`src/rtl/uarbd_pkg.sv`:
```
package uarbd_pkg;

    // Field widths
    localparam int RATE_W = 24;
    localparam int FAM_W  = 2;
    localparam int VAL_W  = 16;
    localparam int HIGH_W = 8;
    localparam int ENC_W  = VAL_W + HIGH_W;

    // Divider widths: numerator < 2^30, divisor < 2^28, quotient < 2^25
    localparam int NUM_W = 30;
    localparam int DIV_W = 28;
    localparam int QUO_W = 25;

    // Family register codes
    localparam logic [FAM_W-1:0] CFG_FAM_A = 2'd0;
    localparam logic [FAM_W-1:0] CFG_FAM_B = 2'd1;
    localparam logic [FAM_W-1:0] CFG_FAM_RESET = CFG_FAM_B;

    // Clock constants
    localparam logic [NUM_W-1:0]  LS_BASE     = 30'd24000000;
    localparam logic [NUM_W-1:0]  HS_BASE     = 30'd960000000;
    localparam logic [RATE_W-1:0] HS_MIN_RATE = 24'd1200;

    // Encoded divisor codes
    localparam logic [ENC_W-1:0] FRAC_CODE_1   = 24'h00c000;
    localparam logic [ENC_W-1:0] FRAC_CODE_HI  = 24'h004000;
    localparam logic [ENC_W-1:0] FRAC_CODE_MID = 24'h008000;
    localparam logic [ENC_W-1:0] ENC_ONE       = 24'h000001;
    localparam logic [ENC_W-1:0] ENC_SPECIAL   = 24'h004001;
    localparam logic [ENC_W-1:0] HS_FLAG       = 24'h020000;
    localparam int               FRAC_SHIFT    = 14;

    typedef enum logic [1:0] {
        FAM_A,
        FAM_B,
        FAM_H
    } family_t;

    typedef struct packed {
        logic    invalid;
        family_t fam;
    } ctrl_t;

    // One beat travelling through the divider
    typedef struct packed {
        ctrl_t              ctrl;
        logic [QUO_W-1:0]   num_lo;
        logic [DIV_W-1:0]   rem;
        logic [DIV_W-1:0]   dvsr;
        logic [QUO_W-1:0]   quot;
    } div_beat_t;

    // Fraction remap for type B and H
    function automatic logic [2:0] frac_map(input logic [2:0] f);
        logic [2:0] m;
        unique case (f)
            3'd0: m = 3'd0;
            3'd1: m = 3'd3;
            3'd2: m = 3'd2;
            3'd3: m = 3'd4;
            3'd4: m = 3'd1;
            3'd5: m = 3'd5;
            3'd6: m = 3'd6;
            3'd7: m = 3'd7;
            default: m = 3'd0;
        endcase
        return m;
    endfunction

endpackage

```
`src/rtl/uart_baud_divisor_encode.sv`:
```
// Baud divisor encoder: each beat on the input carries a requested baud rate and
// yields one beat on the output with the encoded fractional divisor for the family
// held in the configuration register (0 type A, 1 type B, 2 or 3 type H; reset 1).
// One rate is accepted every clock unless a held output has filled every stage.
// A register forms the numerator and divisor, a restoring divider resolves one
// quotient bit per stage over 25 stages, and a final register encodes the fraction.
// Output stalls back up stage by stage, so empty stages keep taking input. A family
// write applies to rates accepted after it; the config port is always ready.
module uart_baud_divisor_encode (
    input  logic                         clk,
    input  logic                         rst_n,
    input  logic                         cfg_valid,
    output logic                         cfg_ready,
    input  logic [uarbd_pkg::FAM_W-1:0]  chip_family,
    input  logic                         in_valid,
    output logic                         in_ready,
    input  logic [uarbd_pkg::RATE_W-1:0] baud_rate,
    output logic                         out_valid,
    input  logic                         out_ready,
    output logic [uarbd_pkg::VAL_W-1:0]  divisor_value,
    output logic [uarbd_pkg::HIGH_W-1:0] divisor_high,
    output logic                         rate_invalid
);

    logic [uarbd_pkg::FAM_W-1:0] family_reg;
    uarbd_pkg::div_beat_t        beat  [uarbd_pkg::QUO_W+1];
    logic                        valid [uarbd_pkg::QUO_W+1];
    logic                        ready [uarbd_pkg::QUO_W+1];

    assign cfg_ready = 1'b1;

    // Family register
    always_ff @(posedge clk or negedge rst_n)
    begin
        if (!rst_n)
        begin
            family_reg <= uarbd_pkg::CFG_FAM_RESET;
        end
        else if (cfg_valid && cfg_ready)
        begin
            family_reg <= chip_family;
        end
    end

    // Operand stage
    uarbd_prep u_prep (
        .clk       (clk),
        .rst_n     (rst_n),
        .in_valid  (in_valid),
        .in_ready  (in_ready),
        .baud_rate (baud_rate),
        .family    (family_reg),
        .out_valid (valid[0]),
        .out_ready (ready[0]),
        .out_beat  (beat[0])
    );

    // Divider, one quotient bit per stage, MSB first
    for (genvar k = 0; k < uarbd_pkg::QUO_W; k++)
    begin : g_div
        uarbd_div_stage u_stage (
            .clk       (clk),
            .rst_n     (rst_n),
            .in_valid  (valid[k]),
            .in_ready  (ready[k]),
            .in_beat   (beat[k]),
            .out_valid (valid[k+1]),
            .out_ready (ready[k+1]),
            .out_beat  (beat[k+1])
        );
    end

    // Fraction encode and output register
    uarbd_encode u_encode (
        .clk           (clk),
        .rst_n         (rst_n),
        .in_valid      (valid[uarbd_pkg::QUO_W]),
        .in_ready      (ready[uarbd_pkg::QUO_W]),
        .in_beat       (beat[uarbd_pkg::QUO_W]),
        .out_valid     (out_valid),
        .out_ready     (out_ready),
        .divisor_value (divisor_value),
        .divisor_high  (divisor_high),
        .rate_invalid  (rate_invalid)
    );

    // Input only stalls when every stage is full behind a held output
    a_stall_source: assert property (@(posedge clk) disable iff (!rst_n)
        !in_ready |-> out_valid && !out_ready)
        else $error("input stalled without a held output");

endmodule

```
`src/rtl/uarbd_prep.sv`:
```
module uarbd_prep (
    input  logic                         clk,
    input  logic                         rst_n,
    input  logic                         in_valid,
    output logic                         in_ready,
    input  logic [uarbd_pkg::RATE_W-1:0] baud_rate,
    input  logic [uarbd_pkg::FAM_W-1:0]  family,
    output logic                         out_valid,
    input  logic                         out_ready,
    output uarbd_pkg::div_beat_t         out_beat
);

    logic                         valid_reg;
    uarbd_pkg::div_beat_t         beat_reg;
    uarbd_pkg::div_beat_t         beat_next;
    uarbd_pkg::family_t           fam;
    logic [uarbd_pkg::RATE_W-1:0] rate_clamp;
    logic [uarbd_pkg::NUM_W-1:0]  num;
    logic [uarbd_pkg::DIV_W-1:0]  dvsr;

    assign in_ready  = !valid_reg || out_ready;
    assign out_valid = valid_reg;
    assign out_beat  = beat_reg;

    // Decode family; the spare code behaves as type H
    always_comb
    begin
        unique case (family)
            uarbd_pkg::CFG_FAM_A: fam = uarbd_pkg::FAM_A;
            uarbd_pkg::CFG_FAM_B: fam = uarbd_pkg::FAM_B;
            default:              fam = uarbd_pkg::FAM_H;
        endcase
    end

    // Numerator and divisor: type H uses rate*10 with rounding term rate*5
    always_comb
    begin
        rate_clamp = (baud_rate < uarbd_pkg::HS_MIN_RATE) ? uarbd_pkg::HS_MIN_RATE
                                                          : baud_rate;
        if (fam == uarbd_pkg::FAM_H)
        begin
            num  = uarbd_pkg::HS_BASE + (uarbd_pkg::NUM_W'(rate_clamp) << 2)
                   + uarbd_pkg::NUM_W'(rate_clamp);
            dvsr = (uarbd_pkg::DIV_W'(rate_clamp) << 3)
                   + (uarbd_pkg::DIV_W'(rate_clamp) << 1);
        end
        else
        begin
            num  = uarbd_pkg::LS_BASE + uarbd_pkg::NUM_W'(baud_rate >> 1);
            dvsr = uarbd_pkg::DIV_W'(baud_rate);
        end

        beat_next.ctrl.invalid = (baud_rate == '0);
        beat_next.ctrl.fam     = fam;
        beat_next.num_lo       = num[uarbd_pkg::QUO_W-1:0];
        beat_next.rem          = uarbd_pkg::DIV_W'(num[uarbd_pkg::NUM_W-1:uarbd_pkg::QUO_W]);
        beat_next.dvsr         = dvsr;
        beat_next.quot         = '0;
    end

    always_ff @(posedge clk or negedge rst_n)
    begin
        if (!rst_n)
        begin
            valid_reg <= 1'b0;
        end
        else if (in_ready)
        begin
            valid_reg <= in_valid;
        end
    end

    always_ff @(posedge clk)
    begin
        if (in_valid && in_ready)
        begin
            beat_reg <= beat_next;
        end
    end

endmodule

```
`src/rtl/uarbd_div_stage.sv`:
```
module uarbd_div_stage (
    input  logic                 clk,
    input  logic                 rst_n,
    input  logic                 in_valid,
    output logic                 in_ready,
    input  uarbd_pkg::div_beat_t in_beat,
    output logic                 out_valid,
    input  logic                 out_ready,
    output uarbd_pkg::div_beat_t out_beat
);

    logic                          valid_reg;
    uarbd_pkg::div_beat_t          beat_reg;
    uarbd_pkg::div_beat_t          beat_next;
    logic [uarbd_pkg::DIV_W:0]     rem_sh;
    logic [uarbd_pkg::DIV_W:0]     diff;
    logic                          take;

    assign in_ready  = !valid_reg || out_ready;
    assign out_valid = valid_reg;
    assign out_beat  = beat_reg;

    // One restoring step: bring down the next numerator bit, subtract if it fits
    always_comb
    begin
        rem_sh = {in_beat.rem, in_beat.num_lo[uarbd_pkg::QUO_W-1]};
        diff   = rem_sh - {1'b0, in_beat.dvsr};
        take   = (rem_sh >= {1'b0, in_beat.dvsr});

        beat_next        = in_beat;
        beat_next.num_lo = in_beat.num_lo << 1;
        beat_next.rem    = take ? diff[uarbd_pkg::DIV_W-1:0]
                                : rem_sh[uarbd_pkg::DIV_W-1:0];
        beat_next.quot   = {in_beat.quot[uarbd_pkg::QUO_W-2:0], take};
    end

    always_ff @(posedge clk or negedge rst_n)
    begin
        if (!rst_n)
        begin
            valid_reg <= 1'b0;
        end
        else if (in_ready)
        begin
            valid_reg <= in_valid;
        end
    end

    always_ff @(posedge clk)
    begin
        if (in_valid && in_ready)
        begin
            beat_reg <= beat_next;
        end
    end

    // Partial remainder always stays below the divisor
    a_rem_below_dvsr: assert property (@(posedge clk) disable iff (!rst_n)
        valid_reg && !beat_reg.ctrl.invalid |-> beat_reg.rem < beat_reg.dvsr)
        else $error("partial remainder not below divisor");

endmodule

```
`src/rtl/uarbd_encode.sv`:
```
module uarbd_encode (
    input  logic                         clk,
    input  logic                         rst_n,
    input  logic                         in_valid,
    output logic                         in_ready,
    input  uarbd_pkg::div_beat_t         in_beat,
    output logic                         out_valid,
    input  logic                         out_ready,
    output logic [uarbd_pkg::VAL_W-1:0]  divisor_value,
    output logic [uarbd_pkg::HIGH_W-1:0] divisor_high,
    output logic                         rate_invalid
);

    logic                          valid_reg;
    logic [uarbd_pkg::ENC_W-1:0]   enc_reg;
    logic [uarbd_pkg::ENC_W-1:0]   enc_next;
    logic                          invalid_reg;
    logic [uarbd_pkg::QUO_W-1:0]   q;
    logic [uarbd_pkg::QUO_W-1:0]   d3;
    logic [uarbd_pkg::ENC_W-1:0]   enc_a;
    logic [uarbd_pkg::ENC_W-1:0]   enc_bh;
    logic [uarbd_pkg::ENC_W-1:0]   enc_raw;

    assign in_ready      = !valid_reg || out_ready;
    assign out_valid     = valid_reg;
    assign divisor_value = enc_reg[uarbd_pkg::VAL_W-1:0];
    assign divisor_high  = enc_reg[uarbd_pkg::ENC_W-1:uarbd_pkg::VAL_W];
    assign rate_invalid  = invalid_reg;

    // Type A: round 7/8 up, then fraction code by rule
    always_comb
    begin
        q     = in_beat.quot;
        d3    = (q[2:0] == 3'd7) ? q + uarbd_pkg::QUO_W'(1) : q;
        enc_a = uarbd_pkg::ENC_W'(d3[uarbd_pkg::QUO_W-1:3]);
        priority if (d3[2:0] == 3'd1)
        begin
            enc_a = enc_a | uarbd_pkg::FRAC_CODE_1;
        end
        else if (d3[2] == 1'b1)
        begin
            enc_a = enc_a | uarbd_pkg::FRAC_CODE_HI;
        end
        else if (d3[2:0] != 3'd0)
        begin
            enc_a = enc_a | uarbd_pkg::FRAC_CODE_MID;
        end
        else
        begin
            // whole divisor of one encodes as zero
            enc_a = (enc_a == uarbd_pkg::ENC_ONE) ? '0 : enc_a;
        end
    end

    // Types B and H: remapped fraction, two special codes, H flag
    always_comb
    begin
        enc_raw = uarbd_pkg::ENC_W'(q[uarbd_pkg::QUO_W-1:3])
                  | (uarbd_pkg::ENC_W'(uarbd_pkg::frac_map(q[2:0]))
                     << uarbd_pkg::FRAC_SHIFT);
        priority if (enc_raw == uarbd_pkg::ENC_ONE)
        begin
            enc_bh = '0;
        end
        else if (enc_raw == uarbd_pkg::ENC_SPECIAL)
        begin
            enc_bh = uarbd_pkg::ENC_ONE;
        end
        else
        begin
            enc_bh = enc_raw;
        end
        if (in_beat.ctrl.fam == uarbd_pkg::FAM_H)
        begin
            enc_bh = enc_bh | uarbd_pkg::HS_FLAG;
        end
    end

    // Result select; zero rate gives zeros
    always_comb
    begin
        if (in_beat.ctrl.invalid)
        begin
            enc_next = '0;
        end
        else if (in_beat.ctrl.fam == uarbd_pkg::FAM_A)
        begin
            enc_next = enc_a;
        end
        else
        begin
            enc_next = enc_bh;
        end
    end

    always_ff @(posedge clk or negedge rst_n)
    begin
        if (!rst_n)
        begin
            valid_reg <= 1'b0;
        end
        else if (in_ready)
        begin
            valid_reg <= in_valid;
        end
    end

    always_ff @(posedge clk)
    begin
        if (in_valid && in_ready)
        begin
            enc_reg     <= enc_next;
            invalid_reg <= in_beat.ctrl.invalid;
        end
    end

    // Zero rate reports an all-zero divisor
    a_invalid_zero: assert property (@(posedge clk) disable iff (!rst_n)
        valid_reg && invalid_reg |-> enc_reg == '0)
        else $error("invalid rate with nonzero divisor");

    // Integer part is at most 22 bits, so the top two bits never set
    a_high_range: assert property (@(posedge clk) disable iff (!rst_n)
        valid_reg |-> enc_reg[uarbd_pkg::ENC_W-1:uarbd_pkg::ENC_W-2] == 2'b00)
        else $error("divisor high byte out of range");

endmodule

```
`config.mk`:
```
export PLATFORM = sky130hd
export DESIGN_NAME = uart_baud_divisor_encode
export DESIGN_NICKNAME = d
export VERILOG_FILES = /design/src/rtl/uarbd_pkg.sv /design/src/rtl/uart_baud_divisor_encode.sv /design/src/rtl/uarbd_prep.sv /design/src/rtl/uarbd_div_stage.sv /design/src/rtl/uarbd_encode.sv
export SDC_FILE = /design/constraint.sdc
export NUM_CORES = 2
export LEC_CHECK = 0
export ABC_AREA = 0
export BUFFER_PORTS_ARGS = -buffer_cell sky130_fd_sc_hd__buf_2
export CORE_MARGIN = 8
export CORE_UTILIZATION = 58
export DETAILED_ROUTE_END_ITERATION = 12
export PLACE_DENSITY = 0.77
export REMOVE_ABC_BUFFERS = 1
export SYNTH_ARGS = -nofsm -noshare
export SYNTH_HDL_FRONTEND = slang
export SYNTH_SLANG_ARGS = --single-unit
```
`constraint.sdc`:
```
create_clock -name clk -period 7.2 [get_ports clk]
set_input_delay 1.44 -clock clk [delete_from_list [all_inputs] [get_ports clk]]
set_output_delay 1.44 -clock clk [all_outputs]
set_load 0.02 [all_outputs]
```
## Word-level counts from Yosys, hierarchy flattened

Memories as Yosys holds them, arrays and structs flattened. A register that Yosys moved wholly into a read port is not among the register bits.
Cells that the tools add are included.

- Bits in registers: 2159
- ROM bits: 24
- Input port bits: 31
- Logic and storage cells: 372
- Memories: 1

- Add/subtract/negate cells: 29
- $lt $le $gt $ge: 26
- Eq/ne operators: 8
- Muxes and demuxes: 38
- Bitwise operators: 1
- Reductions and logical operators: 85

Memories:

| memory | depth | bits a word | read ports | clocked after Yosys merged registers in | wr ports | line | source |
|---|---|---|---|---|---|---|---|
| (no name shown) | 8 | 3 | 1 | 1 | 0 | uarbd_pkg.sv:57 | `unique case (f)` |

Operator list:

| operator | count |
|---|---|
| $ge A29 B28 Y1 | 24 |
| $mux W28 | 23 |
| $sub A28 B28 Y28 | 23 |
| $mux W24 | 8 |
| $add A30 B24 Y30 | 1 |
| $mux W30 | 1 |
| $add A28 B27 Y29 const A | 1 |
| $add A27 B25 Y28 | 1 |
| $ge A6 B28 Y1 | 1 |
| $sub A6 B28 Y28 | 1 |
| $logic_and A1 B1 Y1 | 27 |
| $logic_not A1 Y1 | 27 |
| $logic_or A1 B1 Y1 | 27 |
| $add A25 B23 Y26 const A | 1 |
| $add A25 B1 Y25 const B | 1 |
| $mux W25 | 1 |
| $eq A24 B1 Y1 const B | 1 |
| $eq A24 B15 Y1 const B | 1 |
| $logic_not A24 Y1 | 1 |
| $lt A24 B11 Y1 const B | 1 |
| $eq A22 B1 Y1 const B | 1 |
| $mux W22 | 1 |
| $or A22 B17 Y22 | 1 |
| $mux W18 | 1 |
| other kinds (9) | 11 |

## Depth between registers and ports, before layout

- Word-level depth: 29
- Mapped depth: 20

## Cells and area by module

Synthesis repeated with hierarchy kept, for this count alone.

- Cells, all modules: 11265
- Area total of the unflattened synthesis: 142497.9 um^2

Modules (own cells, without submodules):

| module | instances | cells an instance | area each (um^2) | sequential area each (um^2) |
|---|---|---|---|---|
| uarbd_div_stage (g_div[12].u_stage ...) | 17 | 415 | 5461.5 | 3268.1 |
| uarbd_div_stage (g_div[0].u_stage ...) | 7 | 415 | 5216.3 | 3268.1 |
| uarbd_prep | 1 | 635 | 5800.6 | 1676.6 |
| uarbd_div_stage (g_div[19].u_stage) | 1 | 416 | 5205.0 | 3268.1 |
| uarbd_encode | 1 | 248 | 2048.2 | 715.7 |
| uart_baud_divisor_encode | 1 | 6 | 85.1 | 51.3 |

## Worst setup path before layout

Ideal clock, no wire load.

- Kind: input to register
- Start point: input out_ready
- End point: register g_div[15].u_stage.beat_reg, in the netlist g_div[15].u_stage.out_beat[0] (enable)
- Library setup time: 0.623 ns
- Arrival time: 7.529 ns
- Setup slack: -0.952 ns
- Stages on the path: 6
- Buffers on the path: 0
- Cell sequence: nor2b_1 > nand3_1 > nor2_1 > and3_1 > and3_1 > a21boi_0

- Cells in the longest elaborated chain, start to end: 12

RTL lines:

| what | line | source |
|---|---|---|
| start: declaration | uart_baud_divisor_encode.sv:19 | `input logic out_ready,` |
| $logic_or A1 B1 Y1 | uarbd_encode.sv:24 | `assign in_ready = !valid_reg \|\| out_ready;` |
| $logic_or A1 B1 Y1 (10 in a row) | uarbd_div_stage.sv:19 | `assign in_ready = !valid_reg \|\| out_ready;` |
| $logic_and A1 B1 Y1 | uarbd_div_stage.sv:51 | `if (in_valid && in_ready)` |
| end signal: assignment | uarbd_div_stage.sv:53 | `beat_reg <= beat_next;` |
| end: declaration | uarbd_div_stage.sv:13 | `uarbd_pkg::div_beat_t beat_reg;` |

Every way passes these cells.
A chain may end at the register's enable or synchronous reset.

## Worst setup path in the final report

- Start point: input out_ready
- End point: output in_ready

- Cells in the longest elaborated chain, start to end: 27

RTL lines:

| what | line | source |
|---|---|---|
| $logic_or A1 B1 Y1 | uarbd_encode.sv:24 |  |
| $logic_or A1 B1 Y1 (25 in a row) | uarbd_div_stage.sv:19 |  |
| $logic_or A1 B1 Y1 | uarbd_prep.sv:21 | `assign in_ready = !valid_reg \|\| out_ready;` |
| end: declaration | uart_baud_divisor_encode.sv:16 | `output logic in_ready,` |

Every way passes these cells.

==> results.ini <==
[min_path]
min_from=g_div[12].u_stage.out_beat[5]
min_path_type=flop to flop

[yosys]
synthDistinctLibCells=101
yosys.area_share.xor_xnor=0.04774
ys_warn_count=0
yosysSeqAreaShare=0.5653
synth_compound_area_frac=0.1265
synth-edff-count=1939
synth_cells=8712
muxShareOfSynthArea=0.03925
ys.flop_type=edfxtp_1
synth-simple-area-share=0.08981
syn_area_um2=104400
synth_adder_area_share=0.09121
synth.avg_cell_area_um2=11.98
ys_seq_elements=1971
synth_top_family_by_area=compound AO/OA/AOI/OAI gates
async_reset_ff_frac=0.01471

[sta]
finalSetupViolations=0
setup_ws_ns=1.531
finClkSkew_ns=0.05178
worstMarginPinSlew_ns=1.165
finalCritPeriodShare=0.7873
max_slew_margin=0.2137
timing.fmax_mhz=176.4
whs_ns=0.3808
maxSlewViolCount=0
tns_ns=0
hold_viol=0
rsz0062_at_grt=false
final.min_clock_period_ns=5.669

[clock_network]
numCtsBuffers=203
cts_hold_buf=0
clk_path_buf_depth=3
clk_pin_slew_worst_paths_ns=0.06
post_cts_buffers=0
cts_sinks=1971
cts_tree=yes
cts_resized=0
clk_latency_ns=0.87
cts_htree_levels=4
cts_root_buffer=clkbuf_16

[die]
start_util=0.5845
placementRows=155
coreArea_um2=178600
die_y_um=440.3
num_io_pins=59
dieArea_um2=193800
fp.dieW_um=440.3

[setup_path]
crit_path_cell_trace=buf_2 -> nor2b_1 -> nand3_1 -> nor2_1 -> nand3_1 -> nor2_1 -> nand4_1 -> nor2_1 -> nand4_1 -> buf_2
worst_path_max_delay_cell=nor2_1
cpPeakStageDelay_ns=0.55
crit_start=out_ready
cp_data_required_time_ns=5.76
path_depth=10
crit_path_end_kind=primary output
r2r_start=g_div[7].u_stage.out_beat[26]
cp_num_buf_inv=2
rrSetupSlack_ns=2.60
cp_max_fo=6
startpoint_type=input port
crit_family=simple AND/OR/NAND/NOR gates
r2r_cells=11
crit_arrival_ns=4.23
cp_common_cell=nor2_1
critPathCapture=in_ready
worst-setup-path-type=input port to primary output
r2r-end=g_div[8].u_stage.out_beat[68]

[detailed_routing]
dr.pass1.iters=8
avgRoutedWirePerCell_um=20.90
drcViolationCount=0
vias_per_cell=5.964
totalWireLength_um=237800
drtAntennaViolNets=0
drt-initial-drc-count=6666
via_count=67850

[job]
maxCapViolations=0

[global_routing]
grt_pass1_vias=66530
grt-ovfl-total=0
antenna_found_initial=1
use_met1=0.3320
grt-busiest-layer=met2
grt_max_degree=83
grt_pass1_wl_um=372100
grt_use_total=0.2411
met2_usage=0.4043
use_met3=0.03545

[place]
io_buffers=55
preCtsSetupSlack_ns=1.028
gp_congestion=0.9534
dpl.hpwl_um=175800

[power_and_ir_drop]
ir_drop_v=0.0002665
power_density_nw_per_um2=451.4
leakagePower_nw=45.90

[cells_and_area]
drive_gt1_frac=0.09488
fillers=13150
syn_to_final_growth_pct=9.649
largest_reg_flops=1864
fin_nets=9627

[run_status]
outcome=completed

layout by cell type (no fill, tap or decap), drive strengths merged, types with 76 or more instances in the layout:
cell and n:
clkinv 76, mux2 320, nand2b 137, nor3 106, clkbuf 245, buf 112, a21o 261, nand2 559
edfxtp 1939, nor2b 106, ha 721, nand3 133, a21oi 582, o21ai 569, nand4 102, xnor2 354
xor2 215, inv 903, nor2 436, o21a 127
how the worst min path moves through the flow:
stage | cells after the start | to
2_1_floorplan | 0 | g_div[0].u_stage.out_beat[100]
3_3_place_gp | 0 | g_div[16].u_stage.out_beat[13]
3_5_place_dp | 0 | g_div[0].u_stage.out_beat[108]
4_1_cts | 0 | g_div[13].u_stage.out_beat[6]
5_1_grt | 0 | g_div[9].u_stage.out_beat[6]
6_report | 0 | g_div[13].u_stage.out_beat[6]
layer usage:
metal | up-vias | routed length (um)
met4 | 0 | 5517
li1 | 32340 | -
met3 | 371 | 14910
met1 | 32940 | 103300
met2 | 2207 | 114100
met5 | - | 0
report_power, final:
part           internal [mW]  total, mW  switching (mW)
clock network           6.36       11.0            4.64
logic                   9.40       21.9            12.5
registers               17.0       18.8            1.80
total                   32.7       51.7            18.9
worst register-to-register path, cell delays in order, from the launching register on:
cell and delay [ns]:
edfxtp_1 0.40, inv_1 0.06, ha_1 0.35, nor2b_1 0.21, o31a_1 0.19, o31ai_1 0.14, a2111oi_0 0.86, o211ai_1 0.31
o311ai_1 0.47, nand3_1 0.20, nand2_2 0.72, mux2_2 0.42
stage by stage:
step | cells | power, mW | utilization | instance area, um^2
global route | 11380 | 54.69 | 0.6408 | 114500
CTS | 11380 | 51.53 | 0.6408 | 114500
global placement | 11000 | 39.60 | 0.6015 | 107400
floorplan | 8533 | 34.54 | - | 103500
finish | 11380 | 51.67 | 0.6409 | 114500
detailed placement | 11000 | 40.26 | 0.6015 | 107400
kinds of logic after synthesis:
family                     after synthesis
AOI/OAI and AO/OA                     2089
xor gates and xnor gates               569
and+or+nand+nor                       1905
adders and majority gates              746
DFF                                   1971
other                                    2
muxes                                  363
buffers and inverters                 1067
cells in the mapped netlist, types with 133 or more instances:
cell type | count | area, um^2
nor2_1 | 436 | 1637
edfxtp_1 | 1939 | 58230
nand2_1 | 557 | 2091
inv_1 | 886 | 3326
nand2b_1 | 137 | 857.1
mux2_2 | 269 | 3029
a21o_1 | 261 | 1959
xnor2_1 | 354 | 3100
o21ai_0 | 555 | 2778
a21oi_1 | 577 | 2888
ha_1 | 721 | 9021
xor2_1 | 215 | 1883
nand3_1 | 133 | 665.6
final cells by class:
type / count / area [um^2] / area share
flip-flops and latches: 1971 / 59010 / 0.5156
multi-input cells: 5675 / 41440 / 0.3620
clock buffers: 245 / 5299 / 0.04629
inverters: 887 / 3329 / 0.02909
well taps: 2355 / 2947 / 0.02574
clock inverters: 132 / 1732 / 0.01513
repair buffers: 112 / 703.2 / 0.006143
diodes: 1 / 2.502 / 0.00002186
No activity file was read; power rests on OpenSTA's default activity.
